<file path="src/hw/rtl/caw_pkg.sv">
// ----------------------------------------------------------------------------
// caw_pkg: shared types and constants of the CIGAR alignment walker.
// Holds the item layouts of both channels, the result kinds and the
// character codes that the walker recognizes.
// ----------------------------------------------------------------------------
package caw_pkg;

  // Width of the reference cursors; results carry the low 32 bits.
  localparam int unsigned PosWidth = 32;
  localparam int unsigned LenWidth = 28;
  localparam int unsigned OutWidth = 32;

  // Depth of the result queue and the width of its pointers and fill count.
  localparam int unsigned QueueDepth = 4;
  localparam int unsigned PtrWidth   = $clog2(QueueDepth);
  localparam int unsigned CntWidth   = $clog2(QueueDepth + 1);

  // Largest operation length that fits the length field.
  localparam logic [LenWidth-1:0] LenMax = '1;

  // ASCII codes of the characters that carry meaning.
  localparam logic [7:0] CharZero  = 8'h30;
  localparam logic [7:0] CharNine  = 8'h39;
  localparam logic [7:0] CharM     = 8'h4D;
  localparam logic [7:0] CharEq    = 8'h3D;
  localparam logic [7:0] CharX     = 8'h58;
  localparam logic [7:0] CharI     = 8'h49;
  localparam logic [7:0] CharS     = 8'h53;
  localparam logic [7:0] CharD     = 8'h44;
  localparam logic [7:0] CharN     = 8'h4E;
  localparam logic [7:0] CharH     = 8'h48;
  localparam logic [7:0] CharP     = 8'h50;

  // Kind of a result item.
  typedef enum logic [1:0] {
    KindMatch = 2'd0,
    KindEnd   = 2'd1,
    KindError = 2'd2
  } kind_e;

  // One input item: a CIGAR character with its record framing.
  typedef struct packed {
    logic [7:0]  cigar_char;
    logic        first_char;
    logic        last_char;
    logic [31:0] record_pos;
    logic [31:0] window_offset;
  } in_item_t;

  // One result item.
  typedef struct packed {
    kind_e                kind;
    logic [OutWidth-1:0]  read_offset;
    logic [OutWidth-1:0]  window_index;
    logic [LenWidth-1:0]  seg_length;
    logic [OutWidth-1:0]  end_position;
    logic                 final_result;
  } out_item_t;

endpackage

</file>
<file path="src/hw/rtl/cigar_alignment_walker.sv">
// Flow: an item is registered in the input stage at acceptance, and its results
// enter the result queue when the stage hands it on. Throughput: one item per
// cycle while the result queue has room for two results; an item that ends a
// record with a match operation produces two results, popped one at a time.
// The four-entry result queue sets how far the output may stall before input
// stops. Reset clears all cursors, the queue pointers and the stage valid flag.
// ----------------------------------------------------------------------------
// cigar_alignment_walker: SAM CIGAR walker.
// Decodes one CIGAR character per item, builds operation lengths from
// digits, moves the read and reference cursors and emits match segments,
// record end positions and error results.
// ----------------------------------------------------------------------------
module cigar_alignment_walker (
  input  logic               clk_i,
  input  logic               rst_ni,
  input  logic               in_valid_i,
  output logic               in_ready_o,
  input  caw_pkg::in_item_t  in_item_i,
  output logic               out_valid_o,
  input  logic               out_ready_i,
  output caw_pkg::out_item_t out_item_o
);
  import caw_pkg::*;

  // Input stage register.
  logic     stage_valid_q;
  in_item_t stage_q;

  // Walker state.
  logic [LenWidth-1:0] len_q, len_d;
  logic [31:0]         read_q, read_d;
  logic [PosWidth-1:0] ref_idx_q, ref_idx_d;
  logic [PosWidth-1:0] ref_end_q, ref_end_d;
  logic                failed_q, failed_d;

  // Result queue.
  out_item_t           queue_q [QueueDepth];
  logic [PtrWidth-1:0] wr_ptr_q, rd_ptr_q;
  logic [CntWidth-1:0] count_q;

  logic                stage_fire;
  logic                pop;
  logic [1:0]          push_n;
  out_item_t           res0, res1;

  // Values after the start-of-record load.
  logic [LenWidth-1:0] len_b;
  logic [31:0]         read_b;
  logic [PosWidth-1:0] ref_idx_b, ref_end_b;
  logic                failed_b;
  logic [31:0]         digit_val;
  logic                is_match, err;

  // The stage hands its item on whenever the queue has room for two results.
  assign stage_fire  = stage_valid_q && (count_q <= CntWidth'(QueueDepth - 2));
  assign in_ready_o  = !stage_valid_q || stage_fire;
  assign pop         = out_valid_o && out_ready_i;
  assign out_valid_o = (count_q != '0);
  assign out_item_o  = queue_q[rd_ptr_q];

  // Input stage register.
  always_ff @(posedge clk_i or negedge rst_ni) begin
    if (!rst_ni) begin
      stage_valid_q <= 1'b0;
    end else if (in_ready_o) begin
      stage_valid_q <= in_valid_i;
    end
  end

  always_ff @(posedge clk_i) begin
    if (in_ready_o && in_valid_i) begin
      stage_q <= in_item_i;
    end
  end

  // Decode of one character against the cursors.
  always_comb begin
    if (stage_q.first_char) begin
      ref_end_b = PosWidth'(stage_q.record_pos) - PosWidth'(1);
      ref_idx_b = PosWidth'(stage_q.record_pos) - PosWidth'(1)
                  - PosWidth'(stage_q.window_offset);
      read_b    = '0;
      len_b     = '0;
      failed_b  = 1'b0;
    end else begin
      ref_end_b = ref_end_q;
      ref_idx_b = ref_idx_q;
      read_b    = read_q;
      len_b     = len_q;
      failed_b  = failed_q;
    end

    // Length times ten plus the digit, as two shifted adds.
    digit_val = {1'b0, len_b, 3'b000} + {3'b000, len_b, 1'b0}
                + {24'd0, stage_q.cigar_char - CharZero};

    len_d     = len_b;
    read_d    = read_b;
    ref_idx_d = ref_idx_b;
    ref_end_d = ref_end_b;
    failed_d  = failed_b;
    is_match  = 1'b0;
    err       = 1'b0;

    if (!failed_b) begin
      if (stage_q.cigar_char inside {[CharZero:CharNine]}) begin
        if (digit_val[31:LenWidth] != '0) begin
          err = 1'b1;
        end else begin
          len_d = digit_val[LenWidth-1:0];
        end
      end else begin
        len_d = '0;
        case (stage_q.cigar_char)
          CharM, CharEq, CharX: begin
            is_match  = 1'b1;
            read_d    = read_b + 32'(len_b);
            ref_idx_d = ref_idx_b + PosWidth'(len_b);
            ref_end_d = ref_end_b + PosWidth'(len_b);
          end
          CharI, CharS: begin
            read_d = read_b + 32'(len_b);
          end
          CharD, CharN: begin
            ref_idx_d = ref_idx_b + PosWidth'(len_b);
            ref_end_d = ref_end_b + PosWidth'(len_b);
          end
          CharH, CharP: begin
          end
          default: begin
            err   = 1'b1;
            len_d = len_b;
          end
        endcase
      end
      if (err) begin
        failed_d = 1'b1;
      end
    end
  end

  // Assembly of up to two result items.
  always_comb begin
    res0 = '0;
    res1 = '0;
    push_n = 2'd0;
    if (!failed_b) begin
      if (err) begin
        res0.kind         = KindError;
        res0.final_result = 1'b1;
        push_n            = 2'd1;
      end else begin
        if (is_match) begin
          res0.kind         = KindMatch;
          res0.read_offset  = read_b;
          res0.window_index = OutWidth'(ref_idx_b);
          res0.seg_length   = len_b;
          res0.final_result = !stage_q.last_char;
          push_n            = 2'd1;
        end
        if (stage_q.last_char) begin
          res1.kind         = KindEnd;
          res1.end_position = OutWidth'(ref_end_d - PosWidth'(1));
          res1.final_result = 1'b1;
          if (is_match) begin
            push_n = 2'd2;
          end else begin
            res0   = res1;
            push_n = 2'd1;
          end
        end
      end
    end
  end

  // Walker state updates.
  always_ff @(posedge clk_i or negedge rst_ni) begin
    if (!rst_ni) begin
      len_q     <= '0;
      read_q    <= '0;
      ref_idx_q <= '0;
      ref_end_q <= '0;
      failed_q  <= 1'b0;
    end else if (stage_fire) begin
      len_q     <= len_d;
      read_q    <= read_d;
      ref_idx_q <= ref_idx_d;
      ref_end_q <= ref_end_d;
      failed_q  <= failed_d;
    end
  end

  // Result queue pointers and fill count.
  always_ff @(posedge clk_i or negedge rst_ni) begin
    if (!rst_ni) begin
      wr_ptr_q <= '0;
      rd_ptr_q <= '0;
      count_q  <= '0;
    end else begin
      if (stage_fire) begin
        wr_ptr_q <= wr_ptr_q + PtrWidth'(push_n);
      end
      if (pop) begin
        rd_ptr_q <= rd_ptr_q + PtrWidth'(1);
      end
      count_q <= count_q + CntWidth'(stage_fire ? push_n : 2'd0) - CntWidth'(pop);
    end
  end

  // Result queue storage.
  always_ff @(posedge clk_i) begin
    if (stage_fire && push_n != 2'd0) begin
      queue_q[wr_ptr_q] <= res0;
    end
    if (stage_fire && push_n == 2'd2) begin
      queue_q[wr_ptr_q + PtrWidth'(1)] <= res1;
    end
  end

  // The fill count never exceeds the queue depth.
  assert property (@(posedge clk_i) disable iff (!rst_ni)
    count_q <= CntWidth'(QueueDepth))
    else $error("result queue overflow");

  // A failed record stays silent until the next start of record.
  assert property (@(posedge clk_i) disable iff (!rst_ni)
    stage_fire && failed_q && !stage_q.first_char |-> push_n == 2'd0)
    else $error("failed record produced a result");

  // An error is always the only and final result of its item.
  assert property (@(posedge clk_i) disable iff (!rst_ni)
    stage_fire && push_n != 2'd0 && res0.kind == KindError
      |-> push_n == 2'd1 && res0.final_result)
    else $error("error result not alone");

  // An item that pushes two results ends on exactly one final result.
  assert property (@(posedge clk_i) disable iff (!rst_ni)
    stage_fire && push_n == 2'd2 |-> !res0.final_result && res1.final_result)
    else $error("final flag misplaced");

  // The walker enters a failed state only through an error result.
  assert property (@(posedge clk_i) disable iff (!rst_ni)
    stage_fire && failed_d && !failed_b |-> err && push_n == 2'd1)
    else $error("failure without error result");

endmodule
</file>
<file path="config.mk">
export PLATFORM = sky130hd
export DESIGN_NAME = cigar_alignment_walker
export DESIGN_NICKNAME = d
export VERILOG_FILES = /design/src/hw/rtl/caw_pkg.sv /design/src/hw/rtl/cigar_alignment_walker.sv
export SDC_FILE = /design/constraint.sdc
export NUM_CORES = 2
export LEC_CHECK = 0
export BUFFER_PORTS_ARGS = -buffer_cell sky130_fd_sc_hd__buf_2
export CAP_MARGIN = 0
export CELL_PAD_IN_SITES_DETAIL_PLACEMENT = 2
export CELL_PAD_IN_SITES_GLOBAL_PLACEMENT = 2
export CORE_UTILIZATION = 45
export CTS_BUF_LIST = sky130_fd_sc_hd__clkbuf_8
export DETAILED_ROUTE_END_ITERATION = 16
export GPL_TIMING_DRIVEN = 0
export PLACE_DENSITY = 0.88
export SYNTH_ARGS = -nofsm -noshare
export SYNTH_HDL_FRONTEND = slang
export SYNTH_SLANG_ARGS = --single-unit
</file>
<file path="constraint.sdc">
create_clock -name clk_i -period 17.5 [get_ports clk_i]
set_clock_uncertainty 0.15 [all_clocks]
set_input_delay 1.75 -clock clk_i [delete_from_list [all_inputs] [get_ports clk_i]]
set_output_delay 1.75 -clock clk_i [all_outputs]
set_load 0.02 [all_outputs]
</file>
==> metrics <==
Hold Violations, Final 0; register bit total from synthesis 715; CTS resizes 0; worst slew pin tran 2.23 ns; row cnt 107; CTS max path bufs 3; reg2reg start stage_q[65]; violated checks max-capacitance violations, max-slew violations; gpl congestion 0.942; drt drc 0; Post-synth EDFFs 210; type of the worst setup path reg -> reg; Worst Hold Launch queue_q[1][39]; Clock Power Share 25.2%; TritonCTS clock tree yes; Netlist cell types 109; number of port buffers 206; FMAX 74.0 MHz; critical path launch point type register; routed len/inst 40.2 µm; Mapped Area 38,800 µm²; Min-Delay Path Class reg -> reg; top_reg_cell synth dfxtp_1; Layout area overhead 14.1%; vias in the first global route 41,200; Leak 17.7 nW; hpwl dp 130,000 µm; internal power 0.00366 W; Post-CTS Setup Bufs 0; peak supply drop 0.0000849 V; outcome complete, but fails checks; CTS Sinks 715; Tot GR Track Use 47.1%; Vert. Die Dim 295 µm; layout cells sized above 1 16.7%; Synth Warn # 0; Tcrit/Tclk final 77.2%; Synth Net Count 3,930; CORE AREA 85,300 µm²; Comb pwr share 44.7%; antenna viol nets, final 0; die area 87,300 µm²; Worst setup startpoint stage_q[65]; PD cells 157 nW/µm²; drt pass-1 iters 10; Worst EP required 17.78 ns; worst skew pair latency 0.88 ns; final setup fails 0; switch share 47.2%; Async SR Flop Fraction 18.6%; initial antenna violation count 27; Vias per Instance 7.46; final core utilization 51.8%; fin. max-slew vios 40; global route overflow 0; Num CTS Buffers 130; Initial Util 45.4%; Via Count 39,400; Avg Synthesized Cell Area 10.6 µm²; P_sw 0.00328 W; cts hold-fix bufs 0; Final Critical Period 13.52 ns; first-pass GRT wire length 298,000 µm; Root Driver clkbuf_8; CP max FO 34; die width 295 µm; CP endpoint kind register; final setup TNS 0 ns; CTS clk-pin slew, worst paths 0.07 ns; Worst slew margin -49.0%; sequential fraction of the synthesis area 44.1%; Flop pwr share 30.0%; number of max-cap violations 6; Ports 207; RSZ-0062 raised after global routing no; H-tree levels 4; DR iter-0 viols 5,230; nets 4,283; maximum number of pins on one net before global-route repair 75; CP Data Arrival Time 13.79 ns; final wirelength 212,000 µm; Post-Syn Instances 3,664
==> power by group through the flow <==
stage	sequential, W	clock (W)	combinational (W)
2_1_floorplan	0.00202	0	0.00168
3_3_place_gp	0.00206	0	0.00256
3_5_place_dp	0.00208	0	0.00271
4_1_cts	0.00207	0.00172	0.00290
5_1_grt	0.00209	0.00179	0.00311
6_report	0.00208	0.00175	0.00311
==> worst paths after layout <==
path | end | slack [ns] | depth (start not counted)
hold reg to reg | queue_q[1][39] | 0.32 | 1
setup reg to reg | queue_q[1][17] | 3.98 | 25
min in group asynchronous | ref_end_q[13] | 0.85 | 1
hold / removal | queue_q[1][39] | 0.32 | 1
setup / recovery | queue_q[1][17] | 3.98 | 25
max in group asynchronous | read_q[10] | 15.41 | 2
==> flip-flops by register name, indices dropped and copies added, names as in the netlist <==
register,cells
read_q,32
stage_q,74
failed_q,1
stage_valid_q,1
len_q,28
ref_end_q,32
count_q,3
queue_q,508
rd_ptr_q,2
wr_ptr_q,2
ref_idx_q,32
==> cell usage after synthesis (all sizes together), types with 25 or more instances <==
| cell | n | area (µm²) |
|---|---|---|
| nand2 | 294 | 1110 |
| nand3 | 38 | 190 |
| clkbuf | 157 | 649 |
| a32o | 194 | 1940 |
| mux2 | 25 | 285 |
| o2bb2ai | 96 | 841 |
| a22o | 113 | 990 |
| mux4 | 127 | 2860 |
| nor2b | 69 | 432 |
| a21oi | 181 | 906 |
| dfxtp | 372 | 7450 |
| mux2i | 27 | 283 |
| buf | 84 | 454 |
| xor2 | 66 | 578 |
| o21a | 36 | 270 |
| nor3 | 88 | 457 |
| o21ai | 174 | 875 |
| edfxtp | 210 | 6310 |
| ha | 177 | 2210 |
| or3 | 31 | 195 |
| inv | 122 | 458 |
| a211oi | 25 | 193 |
| dfrtp | 133 | 3330 |
| nor2 | 288 | 1080 |
| nand2b | 29 | 181 |
| a21o | 62 | 465 |
| xnor2 | 105 | 920 |
==> layout by cell type (no fill, tap or decap), types with 96 or more instances in the layout <==
cell         n
ha_1       177
xnor2_1    105
nor2_1     286
a32o_1     194
dfxtp_1    372
o21ai_0    166
edfxtp_1   210
a22o_1     113
mux4_2     127
dfrtp_1    133
a21oi_1    181
clkbuf_8   171
nand2_1    293
o2bb2ai_1   96
inv_1      154
clkbuf_1   151
buf_2      233
==> area by class of cell <==
| class | instances | area (µm²) |
|---|---|---|
| antenna | 16 | 40.0 |
| buffer | 241 | 1100 |
| clock buffer | 165 | 2270 |
| clock inverter | 68 | 388 |
| fill | 8610 | 41100 |
| inverter | 123 | 462 |
| multi-input combinational | 2585 | 20100 |
| sequential | 715 | 17100 |
| tap | 1144 | 1430 |
| timing repair buffer | 221 | 1280 |
==> routing by layer <==
metal | vias to the layer above | part of all wire, % | wire length, µm | global-route usage, %
met3 | 1286 | 12 | 25400 | 16.2
met5 | - | 0.16 | 336 | 0
met1 | 19800 | 35 | 74400 | 55.0
met2 | 3589 | 44 | 93600 | 71.6
met4 | 36 | 8.8 | 18600 | 35.3
li1 | 14700 | - | - | -
==> through the flow <==
step | hold slack [ns] | instance area (µm²) | power [W] | setup WS, ns | instances
2_1_floorplan | 0.277 | 38800 | 0.00371 | 9.78 | 3664
3_3_place_gp | 0.289 | 41200 | 0.00462 | 5.45 | 5014
3_5_place_dp | 0.299 | 41400 | 0.00479 | 5.45 | 5025
4_1_cts | 0.321 | 44100 | 0.00669 | 5.14 | 5258
5_1_grt | 0.328 | 44200 | 0.00699 | 4.38 | 5264
6_report | 0.317 | 44200 | 0.00694 | 3.98 | 5278
==> worst max-delay path, cell delays in order (launching register included) <==
cell      delay (ns)
edfxtp_1        0.41
buf_2           0.29
buf_1           0.55
clkbuf_8        0.35
clkbuf_8        0.24
clkbuf_8        0.21
clkbuf_1        0.97
clkbuf_1        0.85
buf_1           0.97
clkbuf_1        0.92
nor2b_1         0.86
ha_1            0.69
ha_1            0.48
nand3_1         0.19
nor4_1          0.43
nand3_1         0.15
nor3_1          0.31
o41ai_2         0.12
xnor2_1         0.18
nor4_2          0.99
o211ai_1        0.57
o21bai_1        0.82
o21a_1          0.34
buf_4           0.30
buf_4           0.26
inv_2           0.39
==> cell families after synthesis <==
family	count (synthesis)	synth area share [%]
fa+ha+maj	188	6.28
simple gates	979	12.1
flops	715	44.1
mux	179	8.85
buf+inv	364	4.04
xor+xnor	171	3.86
compound gates	1068	20.8
(Power assumes the default switching activity.)
